$ cat config.mk
export PLATFORM = sky130hd
export DESIGN_NAME = signed_int_to_decimal_ascii_unit_flat
export DESIGN_NICKNAME = d
export VERILOG_FILES = /design/src/hw/rtl/sitda_pkg.sv /design/src/hw/rtl/sitda_if.sv /design/src/hw/rtl/sitda_ctrl.sv /design/src/hw/rtl/sitda_dpath.sv /design/src/hw/rtl/signed_int_to_decimal_ascii_unit.sv /design/src/flat_wrapper.sv
export SDC_FILE = /design/constraint.sdc
export NUM_CORES = 1
export LEC_CHECK = 0
export BUFFER_PORTS_ARGS = -buffer_cell sky130_fd_sc_hd__clkbuf_2
export CAP_MARGIN = 20
export CORE_AREA = 2 2 220 179
export CTS_CLUSTER_DIAMETER = 200
export DETAILED_ROUTE_END_ITERATION = 10
export DIE_AREA = 0 0 222 181
export GPL_TIMING_DRIVEN = 0
export PLACE_DENSITY_LB_ADDON = 0.1
export SLEW_MARGIN = 20
export SYNTH_ARGS = -nofsm -noshare
export SYNTH_HDL_FRONTEND = slang
export SYNTH_SLANG_ARGS = --single-unit
$ cat constraint.sdc
create_clock -name clk_i -period 3.2 [get_ports clk_i]
set_input_delay 0 -clock clk_i [delete_from_list [all_inputs] [get_ports clk_i]]
set_output_delay 0 -clock clk_i [all_outputs]
set_load 0.005 [all_outputs]
$ cat src/hw/rtl/sitda_pkg.sv
package sitda_pkg;

  // Default width of the signed input value
  localparam int unsigned VALUE_BITS_DEF = 32;

  // Magnitude bits folded into the BCD register per conversion cycle
  localparam int unsigned BITS_PER_STEP = 4;

  // ASCII codes
  localparam logic [7:0] ASCII_ZERO  = 8'd48;
  localparam logic [7:0] ASCII_MINUS = 8'd45;

  // Controller states
  typedef enum logic [2:0] {
    ST_IDLE,
    ST_CONV,
    ST_SKIP,
    ST_SIGN,
    ST_DIGIT
  } sitda_state_e;

  // Commands from controller to datapath
  typedef struct packed {
    logic load;        // capture sign and magnitude, clear BCD
    logic conv_step;   // fold BITS_PER_STEP magnitude bits into BCD
    logic skip_shift;  // drop a leading zero digit
    logic digit_shift; // advance to the next digit after a transfer
    logic emit_sign;   // present '-' instead of a digit
  } sitda_cmd_t;

  // Status from datapath to controller
  typedef struct packed {
    logic conv_last;   // current conversion step is the final one
    logic top_zero;    // most significant remaining digit is zero
    logic single_left; // only one digit remains
    logic negative;    // captured value was negative
  } sitda_status_t;

endpackage

$ cat src/hw/rtl/sitda_if.sv
interface sitda_in_if #(
  parameter int unsigned VALUE_BITS = sitda_pkg::VALUE_BITS_DEF
);
  logic                         valid;
  logic                         ready;
  logic signed [VALUE_BITS-1:0] value;

  modport source (output valid, output value, input ready);
  modport sink   (input valid, input value, output ready);
endinterface

interface sitda_out_if;
  logic       valid;
  logic       ready;
  logic [7:0] character;
  logic       last_char;

  modport source (output valid, output character, output last_char, input ready);
  modport sink   (input valid, input character, input last_char, output ready);
endinterface

$ cat src/hw/rtl/sitda_ctrl.sv
module sitda_ctrl
  import sitda_pkg::*;
(
  input  logic          clk_i,
  input  logic          rst_ni,
  input  logic          in_valid_i,
  output logic          in_ready_o,
  output logic          out_valid_o,
  input  logic          out_ready_i,
  input  sitda_status_t status_i,
  output sitda_cmd_t    cmd_o
);

  sitda_state_e state_q, state_d;

  // State register
  always_ff @(posedge clk_i or negedge rst_ni) begin
    if (!rst_ni) begin
      state_q <= ST_IDLE;
    end else begin
      state_q <= state_d;
    end
  end

  // Next state and commands
  always_comb begin
    state_d     = state_q;
    cmd_o       = '0;
    in_ready_o  = 1'b0;
    out_valid_o = 1'b0;
    unique case (state_q)
      ST_IDLE: begin
        in_ready_o = 1'b1;
        if (in_valid_i) begin
          cmd_o.load = 1'b1;
          state_d    = ST_CONV;
        end
      end
      ST_CONV: begin
        cmd_o.conv_step = 1'b1;
        if (status_i.conv_last) begin
          state_d = ST_SKIP;
        end
      end
      ST_SKIP: begin
        // drop leading zeros, keep at least one digit
        if (status_i.top_zero && !status_i.single_left) begin
          cmd_o.skip_shift = 1'b1;
        end else if (status_i.negative) begin
          state_d = ST_SIGN;
        end else begin
          state_d = ST_DIGIT;
        end
      end
      ST_SIGN: begin
        out_valid_o     = 1'b1;
        cmd_o.emit_sign = 1'b1;
        if (out_ready_i) begin
          state_d = ST_DIGIT;
        end
      end
      ST_DIGIT: begin
        out_valid_o = 1'b1;
        if (out_ready_i) begin
          cmd_o.digit_shift = 1'b1;
          if (status_i.single_left) begin
            state_d = ST_IDLE;
          end
        end
      end
      default: begin
        state_d = ST_IDLE;
      end
    endcase
  end

  // Accepted input always starts a conversion
  assert property (@(posedge clk_i) disable iff (!rst_ni)
    in_valid_i && in_ready_o |=> state_q == ST_CONV)
    else $error("input transaction did not start conversion");

  // Final digit transaction returns to idle
  assert property (@(posedge clk_i) disable iff (!rst_ni)
    state_q == ST_DIGIT && out_ready_i && status_i.single_left |=> state_q == ST_IDLE)
    else $error("run did not end after final digit");

  // Sign is only shown for negative values
  assert property (@(posedge clk_i) disable iff (!rst_ni)
    state_q == ST_SIGN |-> status_i.negative)
    else $error("sign emitted for non-negative value");

endmodule

$ cat src/hw/rtl/sitda_dpath.sv
module sitda_dpath
  import sitda_pkg::*;
#(
  parameter int unsigned VALUE_BITS = VALUE_BITS_DEF
) (
  input  logic                         clk_i,
  input  logic                         rst_ni,
  input  sitda_cmd_t                   cmd_i,
  output sitda_status_t                status_o,
  input  logic signed [VALUE_BITS-1:0] value_i,
  output logic [7:0]                   character_o,
  output logic                         last_char_o
);

  // Magnitude padded to whole conversion steps
  localparam int unsigned STEPS  = (VALUE_BITS + BITS_PER_STEP - 1) / BITS_PER_STEP;
  localparam int unsigned MAG_W  = STEPS * BITS_PER_STEP;
  localparam int unsigned STEP_W = (STEPS > 1) ? $clog2(STEPS) : 1;
  // Decimal digits of 2^VALUE_BITS, from log10(2) ~ 1233/4096; enough for 2^(VALUE_BITS-1)
  localparam int unsigned NDIG   = ((VALUE_BITS * 1233) >> 12) + 1;
  localparam int unsigned BCD_W  = NDIG * 4;
  localparam int unsigned CNT_W  = $clog2(NDIG + 1);

  logic [MAG_W-1:0]      mag_q, mag_d;
  logic [BCD_W-1:0]      bcd_q, bcd_d;
  logic                  neg_q;
  logic [STEP_W-1:0]     step_q;
  logic [CNT_W-1:0]      cnt_q;
  logic [VALUE_BITS-1:0] abs_val;
  logic [3:0]            top_digit;

  // Absolute value; the most negative value maps to 2^(VALUE_BITS-1)
  always_comb begin
    if (value_i[VALUE_BITS-1]) begin
      abs_val = VALUE_BITS'(~value_i) + VALUE_BITS'(1);
    end else begin
      abs_val = VALUE_BITS'(value_i);
    end
  end

  // Shift-and-add-3 over BITS_PER_STEP magnitude bits
  always_comb begin
    bcd_d = bcd_q;
    mag_d = mag_q;
    for (int s = 0; s < BITS_PER_STEP; s++) begin
      for (int d = 0; d < NDIG; d++) begin
        if (bcd_d[d*4 +: 4] >= 4'd5) begin
          bcd_d[d*4 +: 4] = bcd_d[d*4 +: 4] + 4'd3;
        end
      end
      bcd_d = {bcd_d[BCD_W-2:0], mag_d[MAG_W-1]};
      mag_d = {mag_d[MAG_W-2:0], 1'b0};
    end
  end

  // Payload registers
  always_ff @(posedge clk_i) begin
    if (cmd_i.load) begin
      mag_q <= MAG_W'(abs_val);
      bcd_q <= '0;
      neg_q <= value_i[VALUE_BITS-1];
    end else if (cmd_i.conv_step) begin
      mag_q <= mag_d;
      bcd_q <= bcd_d;
    end else if (cmd_i.skip_shift || cmd_i.digit_shift) begin
      bcd_q <= {bcd_q[BCD_W-5:0], 4'd0};
    end
  end

  // Step and digit counters
  always_ff @(posedge clk_i or negedge rst_ni) begin
    if (!rst_ni) begin
      step_q <= '0;
      cnt_q  <= '0;
    end else if (cmd_i.load) begin
      step_q <= '0;
      cnt_q  <= CNT_W'(NDIG);
    end else begin
      if (cmd_i.conv_step) begin
        step_q <= step_q + STEP_W'(1);
      end
      if (cmd_i.skip_shift || cmd_i.digit_shift) begin
        cnt_q <= cnt_q - CNT_W'(1);
      end
    end
  end

  assign top_digit = bcd_q[BCD_W-1 -: 4];

  assign status_o.conv_last   = (step_q == STEP_W'(STEPS - 1));
  assign status_o.top_zero    = (top_digit == 4'd0);
  assign status_o.single_left = (cnt_q == CNT_W'(1));
  assign status_o.negative    = neg_q;

  // Output payload
  assign character_o = cmd_i.emit_sign ? ASCII_MINUS : (ASCII_ZERO + 8'(top_digit));
  assign last_char_o = !cmd_i.emit_sign && (cnt_q == CNT_W'(1));

  // Every digit sent is a decimal digit
  assert property (@(posedge clk_i) disable iff (!rst_ni)
    cmd_i.digit_shift |-> top_digit <= 4'd9)
    else $error("non-decimal digit emitted");

  // Leading zero drop never removes a nonzero digit or the last one
  assert property (@(posedge clk_i) disable iff (!rst_ni)
    cmd_i.skip_shift |-> top_digit == 4'd0 && cnt_q > CNT_W'(1))
    else $error("leading zero drop removed a significant digit");

endmodule

$ cat src/hw/rtl/signed_int_to_decimal_ascii_unit.sv
// Channel  Dir  Payload                          Moves
// in_i     in   value[VALUE_BITS-1:0], signed    one integer per transaction
// out_o    out  character[7:0], last_char        one ASCII character per transaction
//
// An item is taken only when the unit is idle; the unit then runs ceil(VALUE_BITS/4) steps
// of the shift-and-add-3 loop, drops leading zero digits while keeping at least one,
// sends a '-' for negative values and then one character per digit, and returns to idle
// before it takes the next input transaction.
// The output payload is decoded from registered state and holds while out_o.ready is low.
// Reset (rst_ni low, asynchronous) returns the controller to idle; no data is kept.
module signed_int_to_decimal_ascii_unit
  import sitda_pkg::*;
#(
  parameter int unsigned VALUE_BITS = VALUE_BITS_DEF
) (
  input  logic           clk_i,
  input  logic           rst_ni,
  sitda_in_if.sink       in_i,
  sitda_out_if.source    out_o
);

  sitda_cmd_t    cmd;
  sitda_status_t status;

  // Sequencing
  sitda_ctrl u_ctrl (
    .clk_i       (clk_i),
    .rst_ni      (rst_ni),
    .in_valid_i  (in_i.valid),
    .in_ready_o  (in_i.ready),
    .out_valid_o (out_o.valid),
    .out_ready_i (out_o.ready),
    .status_i    (status),
    .cmd_o       (cmd)
  );

  // Conversion and character datapath
  sitda_dpath #(
    .VALUE_BITS (VALUE_BITS)
  ) u_dpath (
    .clk_i       (clk_i),
    .rst_ni      (rst_ni),
    .cmd_i       (cmd),
    .status_o    (status),
    .value_i     (in_i.value),
    .character_o (out_o.character),
    .last_char_o (out_o.last_char)
  );

endmodule
$ cat src/flat_wrapper.sv
// flat-port wrapper written by rule: the top's interface ports become plain ports
module signed_int_to_decimal_ascii_unit_flat import sitda_pkg::*;
#(
  parameter int unsigned VALUE_BITS = VALUE_BITS_DEF
)
  (clk_i, rst_ni, in_i_valid, in_i_value, in_i_ready, out_o_valid, out_o_character, out_o_last_char, out_o_ready);
  sitda_in_if #(.VALUE_BITS(VALUE_BITS)) in_i_i ();
  sitda_out_if out_o_i ();
  input  logic clk_i;
  input  logic rst_ni;
  input wire logic [$bits(in_i_i.valid)-1:0] in_i_valid;
  input wire logic [$bits(in_i_i.value)-1:0] in_i_value;
  output wire logic [$bits(in_i_i.ready)-1:0] in_i_ready;
  output wire logic [$bits(out_o_i.valid)-1:0] out_o_valid;
  output wire logic [$bits(out_o_i.character)-1:0] out_o_character;
  output wire logic [$bits(out_o_i.last_char)-1:0] out_o_last_char;
  input wire logic [$bits(out_o_i.ready)-1:0] out_o_ready;
  assign in_i_i.valid = in_i_valid;
  assign in_i_i.value = in_i_value;
  assign in_i_ready = in_i_i.ready;
  assign out_o_valid = out_o_i.valid;
  assign out_o_character = out_o_i.character;
  assign out_o_last_char = out_o_i.last_char;
  assign out_o_i.ready = out_o_ready;
  signed_int_to_decimal_ascii_unit #(.VALUE_BITS(VALUE_BITS)) u_core (.clk_i(clk_i), .rst_ni(rst_ni), .in_i(in_i_i), .out_o(out_o_i));
endmodule
==> results by group <==
Setup path
  – Crit start category: flip-flop
  – Peak fanout along the critical path: 4
  – WP data required: 3.41 ns
  – Critical Path AT: between 3 and 4 ns
  – Worst Setup Path Type: reg -> reg
  – Critical path capture point type: flip-flop

Placed design
  – # port buffers: 43
  – DP HPWL: 23.55 mm
  – GP Congestion: about 0.8

Clocking
  – Inserted Clock Buffers: 9
  – CTS H-tree depth: 3
  – CTS tree: done
  – Root Buffer: clkbuf_16
  – Clk buf depth: 2
  – Clk slew on worst S/H paths: 0.07 ns
  – Clk sink count: 83
  – Worst-skew pair later-pin latency: 0.35 ns

Drt
  – Final wirelength: 32.97 mm
  – Drc violations: 0
  – Antenna viol nets, final: 0
  – WL/cell: 17.02 um
  – Initial drt markers: 477
  – Drt via density: 5.093
  – Vias post-DR: 9,866
  – First-pass DRT Iterations: 5

Yosys
  – Synth cell count leaders: 153 x nand2_1, 127 x o21ai_0, 90 x nor2_1
  – Mapped cell area: 0.009394 mm2
  – Number of synthesized flops with an enable pin: 33
  – Synth Area in Simple Gates: 0.2255
  – Count of synthesis-stage warnings from yosys: 0
  – Dominant cell by count in the synthesized netlist: nand2_1
  – Post-synthesis adder-cell area fraction: 0.06127
  – Yosys top cell area share: 0.1055
  – Synthesized-area fraction occupied by xor and xnor cells: 0.04009
  – FF+latch count, synth: 83
  – Ys flop type: dfxtp_1
  – Compound-cell area share of the yosys netlist: 0.3198
  – Largest family of logic cells by synthesized area: compound AO/OA/AOI/OAI gates
  – Post-Syn Area per Cell: around 7.5 um2
  – Yosys cell types: 94
  – Seq/Total Area, Yosys: 0.2174
  – Mux cell area share after synthesis: 0.08338
  – Syn Inst Count: between 1,000 and 1,500
  – Cell taking the most area after synthesis: edfxtp_1
  – Synth async-reset ratio: 0.1205
  – Leading post-synthesis cells by cell area: edfxtp_1 11%, dfxtp_1 8.5%, o21ai_0 6.8%

Floorplan
  – Starting Density: 0.2480
  – Die area: 0.04018 mm2
  – Die width: 222 um
  – Die Y: around 180 um
  – # rows: 64
  – Core area: 0.03788 mm2
  – I/O pins: 47

Run status
  – Status: complete, but fails checks
  – Failing checks: negative hold slack, negative setup slack

Timing
  – Setup ws final: -0.1047 ns
  – Final count of pins violating max slew: 0
  – Final Hold Vio Count: 1
  – Setup TNS: -0.5811 ns
  – Slew @ Worst Pin: around 0.89 ns
  – Peak Freq: a little over 300 MHz
  – RSZ-0062 raised after global routing: true
  – Max transition margin: 0.4066
  – Final setup viols: 10
  – Clock skew: 0.01073 ns
  – Min Tclk post-route: 3.305 ns
  – Tcrit/Tclk final: 1.033
  – Final hold slack: -0.001501 ns

Hold path
  – Min-Delay Path Class: in -> reg

Final layout
  – Share of cells above drive strength 1: 0.3925
  – Area Growth Syn to Fin: 43.05%
  – # diodes: 0
  – Layout Nets: between 1,500 and 2,000

Flow run
  – Maxcap violations: 0

Global route
  – Vias in the first global route: 9,341
  – Total global routing overflow: 0
  – Initial antenna violation count: 0
  – Pin count of the biggest net entering global routing: 33
  – Overall routing resource usage: 0.1581
  – First-pass GRT wire length: between 50 and 60 mm
-- worst max-delay path, cell delays in order, from the launching register on --
cell and delay [ns]:
dfxtp_4 0.36, inv_4 0.04, ha_1 0.16, and2b_2 0.26, a2bb2oi_2 0.16, and2_4 0.16, inv_1 0.04, ha_2 0.19
or3_4 0.36, a211oi_4 0.31, nor2_4 0.07, nand2_4 0.08, xor2_4 0.16, inv_1 0.06, ha_2 0.17, nand2b_4 0.14
a31oi_4 0.18, xnor2_2 0.16, a21oi_1 0.09
-- sequential cells by signal, summed over array words and instances (netlist names) --
name                   cells
u_core.u_dpath.neg_q       1
u_core.u_dpath.step_q      3
u_core.u_dpath.mag_q      32
u_core.u_dpath.cnt_q       4
u_core.u_ctrl.state_q      3
u_core.u_dpath.bcd_q      40
-- layout make-up --
cell class | count | area, um2
timing repair buffer | 183 | 1320
clock inverter | 5 | 61.31
buffer | 60 | 270.3
clock buffer | 11 | 232.7
sequential | 83 | 2111
multi-input combinational | 1044 | 8588
inverter | 56 | 235.2
fill | 3998 | 24440
tap | 495 | 619.3
-- final timing paths --
| kind | startpoint | end | slack (ns) | cells after the start |
|---|---|---|---|---|
| min in group asynchronous | rst_ni | u_core.u_dpath.step_q[1] | 0.10 | 2 |
| worst min-delay path | in_i_value[1] | u_core.u_dpath.mag_q[1] | -0.002 | 3 |
| worst min register to register | u_core.u_dpath.mag_q[28] | u_core.u_dpath.bcd_q[0] | 0.48 | 1 |
| worst max register to register | u_core.u_dpath.bcd_q[33] | u_core.u_dpath.bcd_q[37] | -0.10 | 18 |
| worst max-delay path | u_core.u_dpath.bcd_q[33] | u_core.u_dpath.bcd_q[37] | -0.10 | 18 |
| max in group asynchronous | rst_ni | u_core.u_dpath.step_q[0] | 2.87 | 2 |
-- what timing repair did --
item                       4_1_cts  5_1_grt
hold endpoints to repair        12        0
pin swaps                       84       86
resized for setup              219      158
hold buffers                     3        0
setup endpoints to repair       41       36
buffers inserted                90       47
-- per-stage QoR --
step	area (um2)	utilization	hold slack, ns	worst slack, ns	std cells
3_5_place_dp	10470	0.2765	-0.1053	-0.7531	1787
2_1_floorplan	9612	-	-0.2956	-0.08422	1248
6_report	13440	0.3548	-0.001501	-0.1047	1937
3_3_place_gp	10450	0.2758	-0.1017	-0.7460	1786
5_1_grt	13440	0.3548	0.01481	-0.2990	1937
4_1_cts	12400	0.3273	0.002644	-0.1339	1893
-- per-layer routing --
layer	track usage	wire (um)	share of wire	up-vias
met4	0.01811	159	0.0048	0
li1	-	-	-	4982
met2	0.2484	14820	0.45	93
met5	0	0	0	-
met3	0.01285	611	0.019	11
met1	0.2403	17380	0.53	4780
-- cells in the final DEF, fill, tap and decap left out, drive strengths merged, types with 6 or more instances in the layout --
cell type	Yosys	final
o211ai	8	8
nand2	153	153
o22ai	10	10
inv	56	58
nor4	7	7
edfxtp	33	33
a211oi	37	37
a21oi	72	72
nand3	23	23
or2	26	26
o21bai	8	8
dfxtp	40	40
and3	12	12
o21a	16	16
o21ai	148	148
mux2	23	23
buf	20	155
a221oi	12	12
ha	46	46
dfrtp	10	10
a31oi	14	14
a2bb2oi	11	11
mux2i	50	50
a21boi	6	6
nand2b	21	21
clkbuf	45	96
a21o	14	14
o31ai	12	12
o41ai	8	8
xnor2	13	13
nor3	34	34
xor2	30	30
nor2	91	91
and2	20	20
a211o	11	11
or3	16	16
nor2b	14	14
-- cells by family after synthesis --
kind of cell / Yosys count
adder cells (fa/ha/maj): 46
AND/OR/NAND/NOR: 439
other: 2
XOR/XNOR: 43
buffers and inverters: 121
multiplexers: 73
flip-flops: 83
AO/OA/AOI/OAI: 440
Power is not shown: default switching activity piles up to over one toggle a cycle in this logic, so the estimate is an artifact.
